### config.mk
export PLATFORM = sky130hd
export DESIGN_NAME = i2c_eeprom_transaction_master
export DESIGN_NICKNAME = d
export VERILOG_FILES = /design/src/hw/rtl/i2cem_pkg.sv /design/src/hw/rtl/i2c_eeprom_transaction_master.sv
export VERILOG_INCLUDE_DIRS = /design/src /design/src/hw/rtl
export SDC_FILE = /design/constraint.sdc
export NUM_CORES = 1
export LEC_CHECK = 0
export BUFFER_PORTS_ARGS = -buffer_cell sky130_fd_sc_hd__buf_2
export CORE_MARGIN = 2
export CORE_UTILIZATION = 55
export CTS_BUF_LIST = sky130_fd_sc_hd__clkbuf_16
export DETAILED_ROUTE_END_ITERATION = 10
export GPL_TIMING_DRIVEN = 0
export PLACE_DENSITY = 0.73
export SLEW_MARGIN = 20
export SYNTH_ARGS = -nofsm -noshare
export SYNTH_HDL_FRONTEND = slang
export SYNTH_SLANG_ARGS = --single-unit
export TNS_END_PERCENT = 20
### constraint.sdc
create_clock -name clk -period 2.5 [get_ports clk]
set_input_delay 0.5 -clock clk [delete_from_list [all_inputs] [get_ports clk]]
set_output_delay 0.5 -clock clk [all_outputs]
set_load 0.1 [all_outputs]
### src/hw/rtl/i2c_eeprom_transaction_master_macros.svh
// assertion macros for the transaction master rtl
`ifndef I2C_EEPROM_TRANSACTION_MASTER_MACROS_SVH
`define I2C_EEPROM_TRANSACTION_MASTER_MACROS_SVH

`ifndef NO_ASSERTIONS

// same-cycle implication, checked out of reset
`define I2CEM_ASSERT_NOW(label, ante, cons, msg) \
  label: assert property (@(posedge clk) disable iff (!rst_n) (ante) |-> (cons)) \
    else $error(msg);

// next-cycle implication, checked out of reset
`define I2CEM_ASSERT_NEXT(label, ante, cons, msg) \
  label: assert property (@(posedge clk) disable iff (!rst_n) (ante) |=> (cons)) \
    else $error(msg);

`else

`define I2CEM_ASSERT_NOW(label, ante, cons, msg)
`define I2CEM_ASSERT_NEXT(label, ante, cons, msg)

`endif

`endif

### src/hw/rtl/i2cem_pkg.sv
package i2cem_pkg;

  // command codes
  localparam logic [1:0] CMD_BEGIN = 2'd0;
  localparam logic [1:0] CMD_DATA  = 2'd1;
  localparam logic [1:0] CMD_SLOT  = 2'd2;

  // operation codes
  localparam logic [1:0] OP_CUR_READ  = 2'd0;
  localparam logic [1:0] OP_RAND_READ = 2'd1;
  localparam logic [1:0] OP_WRITE     = 2'd2;
  localparam logic [1:0] OP_NONE      = 2'd3;

  // bus actions
  localparam logic [2:0] ACT_IDLE       = 3'd0;
  localparam logic [2:0] ACT_START      = 3'd1;
  localparam logic [2:0] ACT_DRIVE      = 3'd2;
  localparam logic [2:0] ACT_SAMPLE     = 3'd3;
  localparam logic [2:0] ACT_ACK        = 3'd4;
  localparam logic [2:0] ACT_NACK       = 3'd5;
  localparam logic [2:0] ACT_STOP_READ  = 3'd6;
  localparam logic [2:0] ACT_STOP_WRITE = 3'd7;

  // error codes
  localparam logic [1:0] ERR_OK       = 2'd0;
  localparam logic [1:0] ERR_SEL_NACK  = 2'd1;
  localparam logic [1:0] ERR_ADDR_NACK = 2'd2;
  localparam logic [1:0] ERR_DATA_NACK = 2'd3;

  // select byte device type code
  localparam logic [3:0] DEV_TYPE = 4'b1010;

  // bits in a bus byte
  localparam logic [3:0] BYTE_BITS = 4'd8;

  typedef struct packed {
    logic [1:0] cmd;
    logic [1:0] operation;
    logic [2:0] device;
    logic [7:0] word_addr;
    logic [7:0] byte_count;
    logic [7:0] data_byte;
    logic       sda_sample;
  } in_word_t;

  typedef struct packed {
    logic [2:0] bus_action;
    logic       bus_bit;
    logic [7:0] read_byte;
    logic       read_valid;
    logic       need_data;
    logic       done_res;
    logic [1:0] error;
  } out_word_t;

endpackage

### src/hw/rtl/i2c_eeprom_transaction_master.sv
// I2C EEPROM (24C02 style) transaction master, one bus slot per input word.
// Input channel (in_valid / in_stall / in_word): begin, write data or bus slot
// commands. Every accepted word yields exactly one result word on the output
// channel (out_valid / out_stall / out_word) holding the next bus action.
// Configuration channel (cfg_valid / cfg_ready / cfg_data) sets the sampled
// level that counts as acknowledge; it is always ready, and the user must write it
// only while idle; the block itself does not enforce this.
// Throughput: one word per cycle while in_stall is low; the sequencer state
// updates in the cycle of acceptance through a single level of next-state logic.
// The output register is backed by a one-word skid register, so an input word
// is still taken while a result waits on a stalled receiver; in_stall rises
// only once both are full and drops as soon as the receiver takes a word.
// Reset (synchronous, rst_n low) returns the sequencer to idle, empties both
// output registers and sets the acknowledge level to zero.
`include "i2c_eeprom_transaction_master_macros.svh"

module i2c_eeprom_transaction_master (
  input  logic                clk,
  input  logic                rst_n,
  input  logic                in_valid,
  output logic                in_stall,
  input  i2cem_pkg::in_word_t  in_word,
  output logic                out_valid,
  input  logic                out_stall,
  output i2cem_pkg::out_word_t out_word,
  input  logic                cfg_valid,
  output logic                cfg_ready,
  input  logic                cfg_data
);
  import i2cem_pkg::*;

  // sequencer phases
  localparam logic [3:0] PH_IDLE      = 4'd0;
  localparam logic [3:0] PH_SEL       = 4'd1;
  localparam logic [3:0] PH_SEL_ACK   = 4'd2;
  localparam logic [3:0] PH_ADDR      = 4'd3;
  localparam logic [3:0] PH_ADDR_ACK  = 4'd4;
  localparam logic [3:0] PH_WAIT_DATA = 4'd5;
  localparam logic [3:0] PH_DATA      = 4'd6;
  localparam logic [3:0] PH_DATA_ACK  = 4'd7;
  localparam logic [3:0] PH_READ      = 4'd8;
  localparam logic [3:0] PH_READ_END  = 4'd9;

  logic       ack_level_r;
  logic [3:0] phase_r, phase_nxt;
  logic [3:0] bit_pos_r, bit_pos_nxt;
  logic [7:0] shift_r, shift_nxt;
  logic [1:0] pend_op_r, pend_op_nxt;
  logic [2:0] chip_r, chip_nxt;
  logic [7:0] target_r, target_nxt;
  logic [7:0] bytes_left_r, bytes_left_nxt;

  out_word_t res;
  out_word_t out_r, out_nxt;
  out_word_t skid_r, skid_nxt;
  logic      out_valid_r, out_valid_nxt;
  logic      skid_valid_r, skid_valid_nxt;

  logic       in_acc;
  logic       out_take;
  logic       acked;
  logic [3:0] bit_dec;
  logic [7:0] read_shift;
  logic [7:0] bytes_dec;
  logic [1:0] finish_err;
  logic       do_finish;

  // handshakes
  assign in_acc    = in_valid && !skid_valid_r;
  assign in_stall  = skid_valid_r;
  assign out_take  = out_valid_r && !out_stall;
  assign out_valid = out_valid_r;
  assign out_word  = out_r;
  assign cfg_ready = 1'b1;

  // slot helpers
  assign acked      = (in_word.sda_sample == ack_level_r);
  assign bit_dec    = (bit_pos_r != 4'd0) ? (bit_pos_r - 4'd1) : 4'd0;
  assign read_shift = {shift_r[6:0], in_word.sda_sample};
  assign bytes_dec  = bytes_left_r - 8'd1;

  // sequencer next state and result word
  always_comb begin
    phase_nxt      = phase_r;
    bit_pos_nxt    = bit_pos_r;
    shift_nxt      = shift_r;
    pend_op_nxt    = pend_op_r;
    chip_nxt       = chip_r;
    target_nxt     = target_r;
    bytes_left_nxt = bytes_left_r;
    res            = '0;
    do_finish      = 1'b0;
    finish_err     = ERR_OK;

    case (in_word.cmd)
      CMD_BEGIN: begin
        if (phase_r == PH_IDLE && in_word.operation != OP_NONE) begin
          pend_op_nxt    = in_word.operation;
          chip_nxt       = in_word.device;
          target_nxt     = in_word.word_addr;
          bytes_left_nxt = (in_word.byte_count == 8'd0) ? 8'd1 : in_word.byte_count;
          shift_nxt      = {DEV_TYPE, in_word.device, in_word.operation == OP_CUR_READ};
          bit_pos_nxt    = BYTE_BITS;
          phase_nxt      = PH_SEL;
          res.bus_action = ACT_START;
        end
      end
      CMD_DATA: begin
        if (phase_r == PH_WAIT_DATA) begin
          shift_nxt      = in_word.data_byte;
          bit_pos_nxt    = BYTE_BITS - 4'd1;
          phase_nxt      = PH_DATA;
          res.bus_action = ACT_DRIVE;
          res.bus_bit    = in_word.data_byte[7];
        end
      end
      CMD_SLOT: begin
        case (phase_r)
          PH_SEL, PH_ADDR, PH_DATA: begin
            if (bit_pos_r != 4'd0) begin
              bit_pos_nxt    = bit_dec;
              res.bus_action = ACT_DRIVE;
              res.bus_bit    = shift_r[bit_dec[2:0]];
            end else begin
              res.bus_action = ACT_SAMPLE;
              phase_nxt      = phase_r + 4'd1;
            end
          end
          PH_SEL_ACK: begin
            if (!acked) begin
              do_finish  = 1'b1;
              finish_err = ERR_SEL_NACK;
            end else if (pend_op_r == OP_CUR_READ) begin
              shift_nxt      = 8'd0;
              bit_pos_nxt    = BYTE_BITS;
              phase_nxt      = PH_READ;
              res.bus_action = ACT_SAMPLE;
            end else begin
              shift_nxt      = target_r;
              bit_pos_nxt    = BYTE_BITS - 4'd1;
              phase_nxt      = PH_ADDR;
              res.bus_action = ACT_DRIVE;
              res.bus_bit    = target_r[7];
            end
          end
          PH_ADDR_ACK: begin
            if (!acked) begin
              do_finish  = 1'b1;
              finish_err = ERR_ADDR_NACK;
            end else if (pend_op_r == OP_RAND_READ) begin
              pend_op_nxt    = OP_CUR_READ;
              shift_nxt      = {DEV_TYPE, chip_r, 1'b1};
              bit_pos_nxt    = BYTE_BITS;
              phase_nxt      = PH_SEL;
              res.bus_action = ACT_START;
            end else begin
              phase_nxt     = PH_WAIT_DATA;
              res.need_data = 1'b1;
            end
          end
          PH_WAIT_DATA: begin
            res.need_data = 1'b1;
          end
          PH_DATA_ACK: begin
            if (!acked) begin
              do_finish  = 1'b1;
              finish_err = ERR_DATA_NACK;
            end else begin
              bytes_left_nxt = bytes_dec;
              if (bytes_dec != 8'd0) begin
                phase_nxt     = PH_WAIT_DATA;
                res.need_data = 1'b1;
              end else begin
                do_finish = 1'b1;
              end
            end
          end
          PH_READ: begin
            shift_nxt   = read_shift;
            bit_pos_nxt = bit_dec;
            if (bit_dec != 4'd0) begin
              res.bus_action = ACT_SAMPLE;
            end else begin
              res.read_byte  = read_shift;
              res.read_valid = 1'b1;
              bytes_left_nxt = bytes_dec;
              res.bus_action = (bytes_dec != 8'd0) ? ACT_ACK : ACT_NACK;
              phase_nxt      = PH_READ_END;
            end
          end
          PH_READ_END: begin
            if (bytes_left_r != 8'd0) begin
              shift_nxt      = 8'd0;
              bit_pos_nxt    = BYTE_BITS;
              phase_nxt      = PH_READ;
              res.bus_action = ACT_SAMPLE;
            end else begin
              do_finish = 1'b1;
            end
          end
          default: begin
            phase_nxt = PH_IDLE;
          end
        endcase
      end
      default: begin
      end
    endcase

    // stop and close the transaction, with or without error
    if (do_finish) begin
      res.bus_action = (pend_op_r == OP_WRITE) ? ACT_STOP_WRITE : ACT_STOP_READ;
      res.done_res   = 1'b1;
      res.error      = finish_err;
      phase_nxt      = PH_IDLE;
      bit_pos_nxt    = 4'd0;
    end
  end

  // output register with skid stage
  always_comb begin
    out_nxt        = out_r;
    out_valid_nxt  = out_valid_r;
    skid_nxt       = skid_r;
    skid_valid_nxt = skid_valid_r;
    if (!out_valid_r || out_take) begin
      if (skid_valid_r) begin
        out_nxt        = skid_r;
        out_valid_nxt  = 1'b1;
        skid_valid_nxt = 1'b0;
      end else begin
        out_nxt       = res;
        out_valid_nxt = in_acc;
      end
    end else if (in_acc) begin
      skid_nxt       = res;
      skid_valid_nxt = 1'b1;
    end
  end

  // control and sequencer state
  always_ff @(posedge clk) begin
    if (!rst_n) begin
      ack_level_r  <= 1'b0;
      phase_r      <= PH_IDLE;
      bit_pos_r    <= 4'd0;
      shift_r      <= 8'd0;
      pend_op_r    <= OP_CUR_READ;
      chip_r       <= 3'd0;
      target_r     <= 8'd0;
      bytes_left_r <= 8'd0;
      out_valid_r  <= 1'b0;
      skid_valid_r <= 1'b0;
    end else begin
      if (cfg_valid && cfg_ready) begin
        ack_level_r <= cfg_data;
      end
      if (in_acc) begin
        phase_r      <= phase_nxt;
        bit_pos_r    <= bit_pos_nxt;
        shift_r      <= shift_nxt;
        pend_op_r    <= pend_op_nxt;
        chip_r       <= chip_nxt;
        target_r     <= target_nxt;
        bytes_left_r <= bytes_left_nxt;
      end
      out_valid_r  <= out_valid_nxt;
      skid_valid_r <= skid_valid_nxt;
    end
  end

  // result payload
  always_ff @(posedge clk) begin
    out_r  <= out_nxt;
    skid_r <= skid_nxt;
  end

  // checks
  `I2CEM_ASSERT_NOW(a_skid_behind_out, skid_valid_r, out_valid_r, "skid word without output word")
  `I2CEM_ASSERT_NOW(a_bit_pos_range, 1'b1, bit_pos_r <= BYTE_BITS, "bit position beyond a byte")
  `I2CEM_ASSERT_NEXT(a_done_to_idle, in_acc && res.done_res, phase_r == PH_IDLE, "no idle after stop")
  `I2CEM_ASSERT_NOW(a_read_answer, in_acc && res.read_valid,
    res.bus_action == ACT_ACK || res.bus_action == ACT_NACK, "read byte without ack or nack")

endmodule

==> results.json, run 1 <==
{
  "syn_avg_cell_area_sq_um": 9.28,
  "grt_pass1_wl_mm": 22.0,
  "slowest_delay_ns": 0.43,
  "holdPathEnd": "ack_level_r$_SDFFE_PN0P_",
  "tightest_slew_ns": 0.843,
  "ys.flop_type": "dfxtp_1",
  "setup-tns-final_ns": 0,
  "final_util_pct": 69.7,
  "status": "completed",
  "leakage_nw": 2.36,
  "grt_max_degree": 21,
  "post-dp-hpwl_mm": 9.99,
  "crit_required_ns": 2.75,
  "via_count": 4429,
  "clock_power_share_pct": 40.5,
  "netlist.area_leader.share_pct": 22.0,
  "met1_length_mm": 5.67,
  "gr-total-overflow": 0,
  "max_slew_margin_pct": 43.8,
  "coreArea_sq_um": 8220,
  "power.total_w": 0.00347,
  "cp.arrival_ns": 2.74,
  "wire_per_inst_um": 20.6,
  "p_sw_share_pct": 31.1,
  "synth_cells": 500,
  "final_cell_mix": "62 x buf_2, 47 x nand2_1, 39 x nor2_1, 35 x dfxtp_1, 34 x edfxtp_1",
  "cts_hold_buf": 0,
  "combPwrFrac_pct": 20.5,
  "antenna_found_initial": 0,
  "start_kind": "register",
  "reg2reg_to": "phase_r[3]$_SDFFE_PN0P_",
  "postRouteAntennaNets": 0,
  "synth-compound-area-share_pct": 23.0,
  "min_period_over_period_pct": 99.5,
  "cts_root_buffer": "clkbuf_16",
  "die_x_um": 95.9,
  "end_kind": "register",
  "placed_area_sq_um": 5050,
  "die_area_sq_um": 9190,
  "synth_nets": 550,
  "worstHoldPathType": "in -> reg",
  "drv_slew": 0,
  "crit_chain": "inv_2, ha_2, buf_6, nor3_4, nor4_2, o31a_1, a311oi_4, or3b_4, o32ai_2",
  "placed_cells": 660,
  "clock_sinks": 74,
  "rows": 33,
  "synth-simple-area-share_pct": 19.7,
  "min_path_cells": 3,
  "start_util_pct": 56.5,
  "synth-adder-area-share_pct": 3.23,
  "seqPwrFrac_pct": 39.0,
  "dr.pass1.iters": 6,
  "portBuffers": 55,
  "diodes": 0,
  "min_from": "cfg_data",
  "cp_slowest_cell": "or3b_4",
  "max_freq_mhz": 402,
  "path_buf_inv": 2,
  "r2r_slack_ns": 0.01,
  "drt-initial-drc-count": 593,
  "io_pins": 58,
  "final_cells": 690,
  "cellPowerDensity_nw_per_um2": 606,
  "cp_top_family": "compound AO/OA/AOI/OAI gates",
  "synth_top_family_by_area": "compound AO/OA/AOI/OAI gates",
  "cap_violations": 0,
  "clk_pin_slew_ns": 0.07,
  "grt_util_all_layers_pct": 31.7,
  "vdd_drop_max_mv": 0.423,
  "synth_seq_cells": 74,
  "setup-violations-final": 0,
  "p_switching_w": 0.00108,
  "yosysTopAreaCell": "edfxtp_1",
  "met3_wirelength_mm": 1.18,
  "wl_mm": 14.2,
  "synthTopCellsByArea": "edfxtp_1 22%, dfxtp_1 17%, mux2i_1 4.5%",
  "critical_path_class": "reg -> reg",
  "drcViolationCount": 0,
  "ys.warnings.count": 0,
  "rr_startpoint": "phase_r[1]$_SDFFE_PN0P_",
  "synth_edf_count": 34,
  "syn_to_final_growth_pct": 23.3,
  "fillers": 677,
  "finClkSkew_ns": 0.0104,
  "worst-path-stages": 9,
  "synthXorXnorAreaFrac_pct": 0.728,
  "seq_area_frac_synth_pct": 39.2,
  "drive_above_1_share_pct": 29.1,
  "async_flop_share_pct": 0,
  "layout.nets": 630,
  "final_common_cell": "buf_2",
  "htree_levels": 3,
  "numCtsBuffers": 9,
  "min_period_ns": 2.49,
  "hold_violations": 0,
  "synth_cell_types": 84,
  "vias_per_cell": 6.42,
  "stdcell_area_sq_um": 5720,
  "rsz0062_at_grt": "true",
  "die_h_um": 95.9,
  "cts_buffer_depth": 2,
  "muxShareOfSynthArea_pct": 9.14,
  "top_layer_used": "met4",
  "finalWeightedCongestion": 1.05,
  "clock_latency_ns": 0.34,
  "grt_pass1_vias": 4181,
  "cts_tree": "yes",
  "critPathMaxFanout": 10,
  "internal_power_w": 0.00239,
  "netlist_area_sq_um": 4640,
  "r2r_cells": 9,
  "wl_met2_mm": 6.91
}
[synth_stat cells (6+ instances only)]
cell type	instances
nand3_1	8
a21oi_1	27
mux2_2	12
a31o_1	7
nor2b_1	7
nand2b_1	6
mux2i_1	21
o31ai_1	14
ha_1	12
nor2_1	41
nand2_1	48
inv_1	15
o21ai_0	19
and2_1	17
nor3_1	16
dfxtp_1	40
edfxtp_1	34
a22oi_1	9
clkbuf_1	18
nor4_1	6
buf_2	11
[metrics by stage]
stage,setup slack (ns),hold WS [ns]
5_1_grt,-0.0638,0.402
3_3_place_gp,-0.343,0.478
2_1_floorplan,0.157,0.457
3_5_place_dp,-0.330,0.497
6_report,0.0129,0.395
4_1_cts,0.0108,0.404
[area by class of cell]
class                   instances  area, sq um  share of cell area [%]
repair buffers                 71          399                    6.97
well taps                     105          131                    2.30
clock buffers                  10          250                    4.37
clock inverters                 6         71.3                    1.25
plain buffers                  34          188                    3.28
inverters                      15         62.6                    1.09
flip-flops and latches         74         1830                    32.0
multi-input cells             375         2790                    48.7
[worst max-delay path by stage]
stage / startpoint / end / slack [ns]
floorplan: in_stall$_SDFFE_PP0P_ / bit_pos_r[1]$_SDFFE_PN0P_ / 0.16
global placement: in_word[30] / phase_r[2]$_SDFFE_PN0P_ / -0.34
detailed placement: in_word[30] / phase_r[2]$_SDFFE_PN0P_ / -0.33
CTS: phase_r[0]$_SDFFE_PN0P_ / shift_r[0]$_SDFFE_PN0P_ / 0.01
global route: bit_pos_r[0]$_SDFFE_PN0P_ / phase_r[3]$_SDFFE_PN0P_ / -0.06
finish: phase_r[1]$_SDFFE_PN0P_ / phase_r[3]$_SDFFE_PN0P_ / 0.01
[per-layer routing]
metal	GRT usage, %	vias to the layer above
li1	-	2021
met5	0	-
met3	5.48	42
met1	41.0	2094
met2	52.6	272
met4	12.9	0
[power by group through the flow]
stage	logic [W]	registers, W	clock network [W]
finish	0.000711	0.00135	0.00141
global route	0.000759	0.00136	0.00145
CTS	0.000646	0.00135	0.00140
detailed placement	0.000616	0.00138	0
global placement	0.000608	0.00137	0
floorplan	0.000337	0.00149	0
[cell families after synthesis]
logic type	count (synthesis)
adders and majority gates	12
other	1
DFF	74
xor gates and xnor gates	3
muxes	39
buffers and inverters	51
and+or+nand+nor	175
AOI/OAI and AO/OA	145
[tightest hold or removal path, delay by kind of cell]
kind                   cells  cell delay [ns]
buffers and inverters      1             0.07
multiplexers               1             0.05
AND/OR/NAND/NOR            1             0.07
[state kept, by name, indices dropped and copies added (netlist names)]
name and flops:
shift_r 8, in_stall 1, bit_pos_r 4, pend_op_r 2, out_word 17, target_r 8
chip_r 3, out_valid 1, skid_r 17, phase_r 4, bytes_left_r 8, ack_level_r 1
[timing repair]
item,CTS,global route
gates resized for setup,19,45
pin swaps,5,6
endpoints found under the setup margin,23,21
setup buffers,6,10
Power figures use the tool's default switching activity.
==> run 2, diff against run 1 <==
Settings changed: BUFFER_PORTS_ARGS -buffer_cell sky130_fd_sc_hd__buf_2 to unset, DONT_BUFFER_PORTS set to 1, PLACE_DENSITY 0.73 to 0.67.
==> results.json, run 2 (same netlist as run 1, synthesis figures left out) <==
{
  "status": "completed",
  "placed_cells": 605,
  "hold_slack_ns": 0.305,
  "cap_violations": 0,
  "cp.arrival_ns": 2.67,
  "cts_root_buffer": "clkbuf_16",
  "drcViolationCount": 0,
  "grt_pass1_vias": 3766,
  "gr-total-overflow": 0,
  "cts_buffer_depth": 2,
  "start_util_pct": 56.5,
  "critPathMaxFanout": 10,
  "end_kind": "register",
  "rows": 33,
  "die_x_um": 95.9,
  "coreArea_sq_um": 8220,
  "grt_pass1_wl_mm": 20.9,
  "slowest_delay_ns": 0.41,
  "io_pins": 58,
  "syn_to_final_growth_pct": 17.3,
  "dr.pass1.iters": 5,
  "via_count": 4182,
  "numCtsBuffers": 9,
  "worstHoldPathType": "in -> reg",
  "clock_sinks": 74,
  "clock_power_share_pct": 40.5,
  "cts_tree": "yes",
  "wire_per_inst_um": 21.6,
  "drive_above_1_share_pct": 21.6,
  "final_cells": 638,
  "grt_util_all_layers_pct": 30.8,
  "rsz0062_at_grt": "true",
  "stdcell_area_sq_um": 5440,
  "combPwrFrac_pct": 15.9,
  "diodes": 0,
  "start_kind": "input port",
  "final_common_cell": "nand2_1",
  "min_period_over_period_pct": 97.5,
  "setup-violations-final": 0,
  "multi_input_area_sq_um": 2770,
  "hold_violations": 0,
  "final_cell_mix": "47 x nand2_1, 38 x nor2_1, 34 x edfxtp_1, 33 x dfxtp_1, 27 x a21oi_1",
  "seqCellArea_sq_um": 1840,
  "placed_area_sq_um": 4780,
  "clock_latency_ns": 0.34,
  "path_common_cell": "inv_1",
  "layout.nets": 578,
  "fillers": 690,
  "htree_levels": 3,
  "p_switching_w": 0.00107,
  "max_freq_mhz": 410,
  "final_util_pct": 66.2,
  "clk_pin_slew_ns": 0.07,
  "crit_chain": "inv_1, ha_1, buf_2, inv_1, a2111oi_4, o31a_1, a311oi_2, buf_4, or2_2, mux2_1",
  "drv_slew": 0,
  "postRouteAntennaNets": 0,
  "antenna_found_initial": 0,
  "critical_path_class": "in -> reg",
  "vias_per_cell": 6.55,
  "die_area_sq_um": 9190,
  "power.total_w": 0.00339,
  "leakage_nw": 2.12,
  "vdd_drop_max_mv": 0.402,
  "crit_required_ns": 2.73,
  "max_slew_margin_pct": 39.6,
  "internal_power_w": 0.00231,
  "portBuffers": 0,
  "min_period_ns": 2.44,
  "cts_hold_buf": 0,
  "finalWeightedCongestion": 0.971,
  "seqPwrFrac_pct": 43.6,
  "tightest_slew_ns": 0.908,
  "die_h_um": 95.9,
  "wl_mm": 13.8,
  "post-dp-hpwl_mm": 9.64,
  "p_sw_share_pct": 31.7,
  "cp_slowest_cell": "a2111oi_4",
  "finClkSkew_ns": 0.00794,
  "drt-initial-drc-count": 324,
  "grt_max_degree": 21,
  "cellPowerDensity_nw_per_um2": 622
}
[run 2: cell count changes in the layout (fill, tap and decap cells not counted), moves of 2 or more]
cell | previous run | this run
buf_2 | 62 | 8
buf_4 | 19 | 21
dfxtp_1 | 35 | 33
inv_6 | 1 | 3
clkbuf_1 | 13 | 15
inv_1 | 12 | 14
clkinv_4 | 2 | 0
buf_6 | 5 | 3
[run 2: area by class of cell]
type | count | share of cell area, %
tap | 105 | 2.41
clock inverter | 7 | 1.52
multi-input combinational | 375 | 50.9
clock buffer | 9 | 4.14
timing repair buffer | 19 | 2.85
inverter | 15 | 1.03
buffer | 34 | 3.40
sequential | 74 | 33.8
[run 2: final timing paths]
check | from | endpoint | slack [ns] | cells past startpoint
worst max-delay path | in_word[30] | phase_r[1]$_SDFFE_PN0P_ | 0.06 | 10
worst min-delay path | in_word[19] | target_r[2]$_SDFFE_PN0P_ | 0.30 | 2
worst max register to register | phase_r[0]$_SDFFE_PN0P_ | shift_r[0]$_SDFFE_PN0P_ | 0.06 | 10
worst min register to register | bit_pos_r[0]$_SDFFE_PN0P_ | bit_pos_r[0]$_SDFFE_PN0P_ | 0.50 | 2
[run 2: through the flow]
step                      setup slack (ns)  setup TNS (ns)
final                               0.0635               0
after global routing               -0.0226         -0.0744
after CTS                          -0.0307          -0.127
after detailed placement            -0.271           -3.09
after global placement              -0.244           -2.38
after floorplan                      0.157               0
[run 2: critical path: cells and delay by family]
| kind | cells | cell delay (ns) |
|---|---|---|
| compound gates | 3 | 0.65 |
| fa+ha+maj | 1 | 0.13 |
| buf+inv | 4 | 0.71 |
| mux | 1 | 0.32 |
| simple gates | 1 | 0.35 |
[run 2: routing by layer]
layer | part of all wire [%] | wire [um] | global-route usage (%)
met4 | 3.0 | 419 | 14.0
met5 | 0 | 0 | 0
met1 | 45 | 6150 | 44.0
met2 | 44 | 6030 | 44.2
met3 | 8.6 | 1180 | 6.66
[run 2: timing repair]
item,4_1_cts,5_1_grt
endpoints found under the setup margin,44,23
gates resized for setup,19,38
buffers inserted,8,11
pin swaps,4,8
[run 2: power by group through the flow]
stage               Clock [W]  Combinational [W]  Sequential, W
floorplan                   0           0.000337        0.00149
global placement            0           0.000431        0.00150
detailed placement          0           0.000438        0.00150
CTS                   0.00136           0.000473        0.00148
global route          0.00142           0.000579        0.00148
finish                0.00137           0.000540        0.00148
==> run 3, diff against run 2 <==
Settings changed: MAX_ROUTING_LAYER set to met4, RECOVER_POWER set to 50.
==> results.json, run 3 (same netlist as run 1, synthesis figures left out) <==
{
  "post-dp-hpwl_mm": 9.52,
  "postRouteAntennaNets": 0,
  "p_switching_w": 0.00108,
  "hold_slack_ns": 0.307,
  "placed_area_sq_um": 4780,
  "portBuffers": 0,
  "clock_power_share_pct": 39.3,
  "diodes": 0,
  "setup-tns-final_ns": 0,
  "via_count": 4168,
  "cts_root_buffer": "clkbuf_16",
  "finClkSkew_ns": 0.0115,
  "layout.nets": 571,
  "cp.arrival_ns": 2.65,
  "min_period_over_period_pct": 96.9,
  "rsz0062_at_grt": "true",
  "vdd_drop_max_mv": 0.299,
  "status": "completed",
  "rows": 33,
  "setup-violations-final": 0,
  "die_area_sq_um": 9190,
  "gr-total-overflow": 0,
  "critical_path_class": "reg -> reg",
  "wl_mm": 13.4,
  "drcViolationCount": 0,
  "die_h_um": 95.9,
  "dp_worst_setup_slack_ns": -0.272,
  "r2r_cells": 9,
  "seqPwrFrac_pct": 45.0,
  "hold_violations": 0,
  "max_slew_margin_pct": 39.9,
  "end_kind": "register",
  "numCtsBuffers": 9,
  "start_util_pct": 56.5,
  "io_pins": 58,
  "clk_pin_slew_ns": 0.07,
  "drive_above_1_share_pct": 20.2,
  "cap_violations": 0,
  "worstHoldPathType": "in -> reg",
  "final_cell_mix": "47 x nand2_1, 39 x nor2_1, 34 x edfxtp_1, 33 x dfxtp_1, 27 x a21oi_1",
  "max_freq_mhz": 413,
  "cts_tree": "yes",
  "wire_per_inst_um": 21.2,
  "min_path_cells": 2,
  "htree_levels": 3,
  "dr.pass1.iters": 5,
  "grt_max_degree": 21,
  "leakage_nw": 2.08,
  "postLayoutSetupSlackWorst_ns": 0.0764,
  "start_kind": "register",
  "grt_pass1_wl_mm": 20.7,
  "cts_hold_buf": 0,
  "drv_slew": 0,
  "fillers": 693,
  "final_util_pct": 65.0,
  "clock_latency_ns": 0.34,
  "syn_to_final_growth_pct": 15.0,
  "antenna_found_initial": 0,
  "drt-initial-drc-count": 363,
  "cts_buffer_depth": 2,
  "grt_pass1_vias": 3693,
  "cellPowerDensity_nw_per_um2": 615,
  "grt_util_all_layers_pct": 31.2,
  "stdcell_area_sq_um": 5340,
  "internal_power_w": 0.00221,
  "die_x_um": 95.9,
  "p_sw_share_pct": 32.8,
  "clock_sinks": 74,
  "finalWeightedCongestion": 0.978,
  "final_common_cell": "nand2_1",
  "coreArea_sq_um": 8220,
  "tightest_slew_ns": 0.904,
  "min_period_ns": 2.42,
  "combPwrFrac_pct": 15.7,
  "vias_per_cell": 6.61,
  "critPathMaxFanout": 9,
  "crit_required_ns": 2.72
}
[run 3: repair_timing]
item | CTS | global route
resized for setup | 18 | 33
pin swaps | 2 | 5
buffers inserted | 7 | 5
endpoints found under the setup margin | 44 | 29
[run 3: stage by stage]
| step | instances | total power, W |
|---|---|---|
| 2_1_floorplan | 500 | 0.00182 |
| 3_3_place_gp | 605 | 0.00193 |
| 3_5_place_dp | 605 | 0.00194 |
| 4_1_cts | 628 | 0.00324 |
| 5_1_grt | 631 | 0.00339 |
| 6_report | 631 | 0.00328 |
[run 3: per-layer routing]
layer | share of wire, % | global-route usage (%) | vias to the layer above
met1 | 46 | 43.3 | 2017
met5 | 0 | - | -
met2 | 45 | 46.0 | 213
met3 | 7.7 | 6.50 | 24
li1 | - | - | 1914
met4 | 1.7 | 9.05 | 0
[run 3: final timing paths]
kind	startpoint	end	slack, ns
max reg2reg	phase_r[0]$_SDFFE_PN0P_	bit_pos_r[2]$_SDFFE_PN0P_	0.08
min	in_word[18]	target_r[1]$_SDFFE_PN0P_	0.31
max	phase_r[0]$_SDFFE_PN0P_	bit_pos_r[2]$_SDFFE_PN0P_	0.08
min reg2reg	chip_r[0]$_SDFFE_PN0P_	chip_r[0]$_SDFFE_PN0P_	0.51
[run 3: layout make-up]
class                           instances  area [sq um]  share of cell area (%)
Buffer                                 34           171                    3.21
Clock buffer                            9           225                    4.22
Clock inverter                          7          66.3                    1.24
Inverter                               15          56.3                    1.05
Multi-Input combinational cell        375          2760                    51.7
Sequential cell                        74          1840                    34.4
Tap cell                              105           131                    2.46
Timing Repair Buffer                   12          93.8                    1.76
[run 3: worst max-delay path: stages, from the launching register on]
cell	delay, ns
dfxtp_4	0.36
inv_1	0.10
ha_1	0.15
buf_2	0.19
and3b_2	0.28
a21boi_4	0.30
a21oi_1	0.07
a31o_1	0.27
a21oi_4	0.22
mux2_1	0.34
[run 3: power groups by stage]
stage	registers [W]	clock network, W	logic [W]
3_3_place_gp	0.00150	0	0.000431
2_1_floorplan	0.00149	0	0.000337
3_5_place_dp	0.00150	0	0.000438
5_1_grt	0.00149	0.00136	0.000554
6_report	0.00148	0.00129	0.000516
4_1_cts	0.00148	0.00130	0.000471
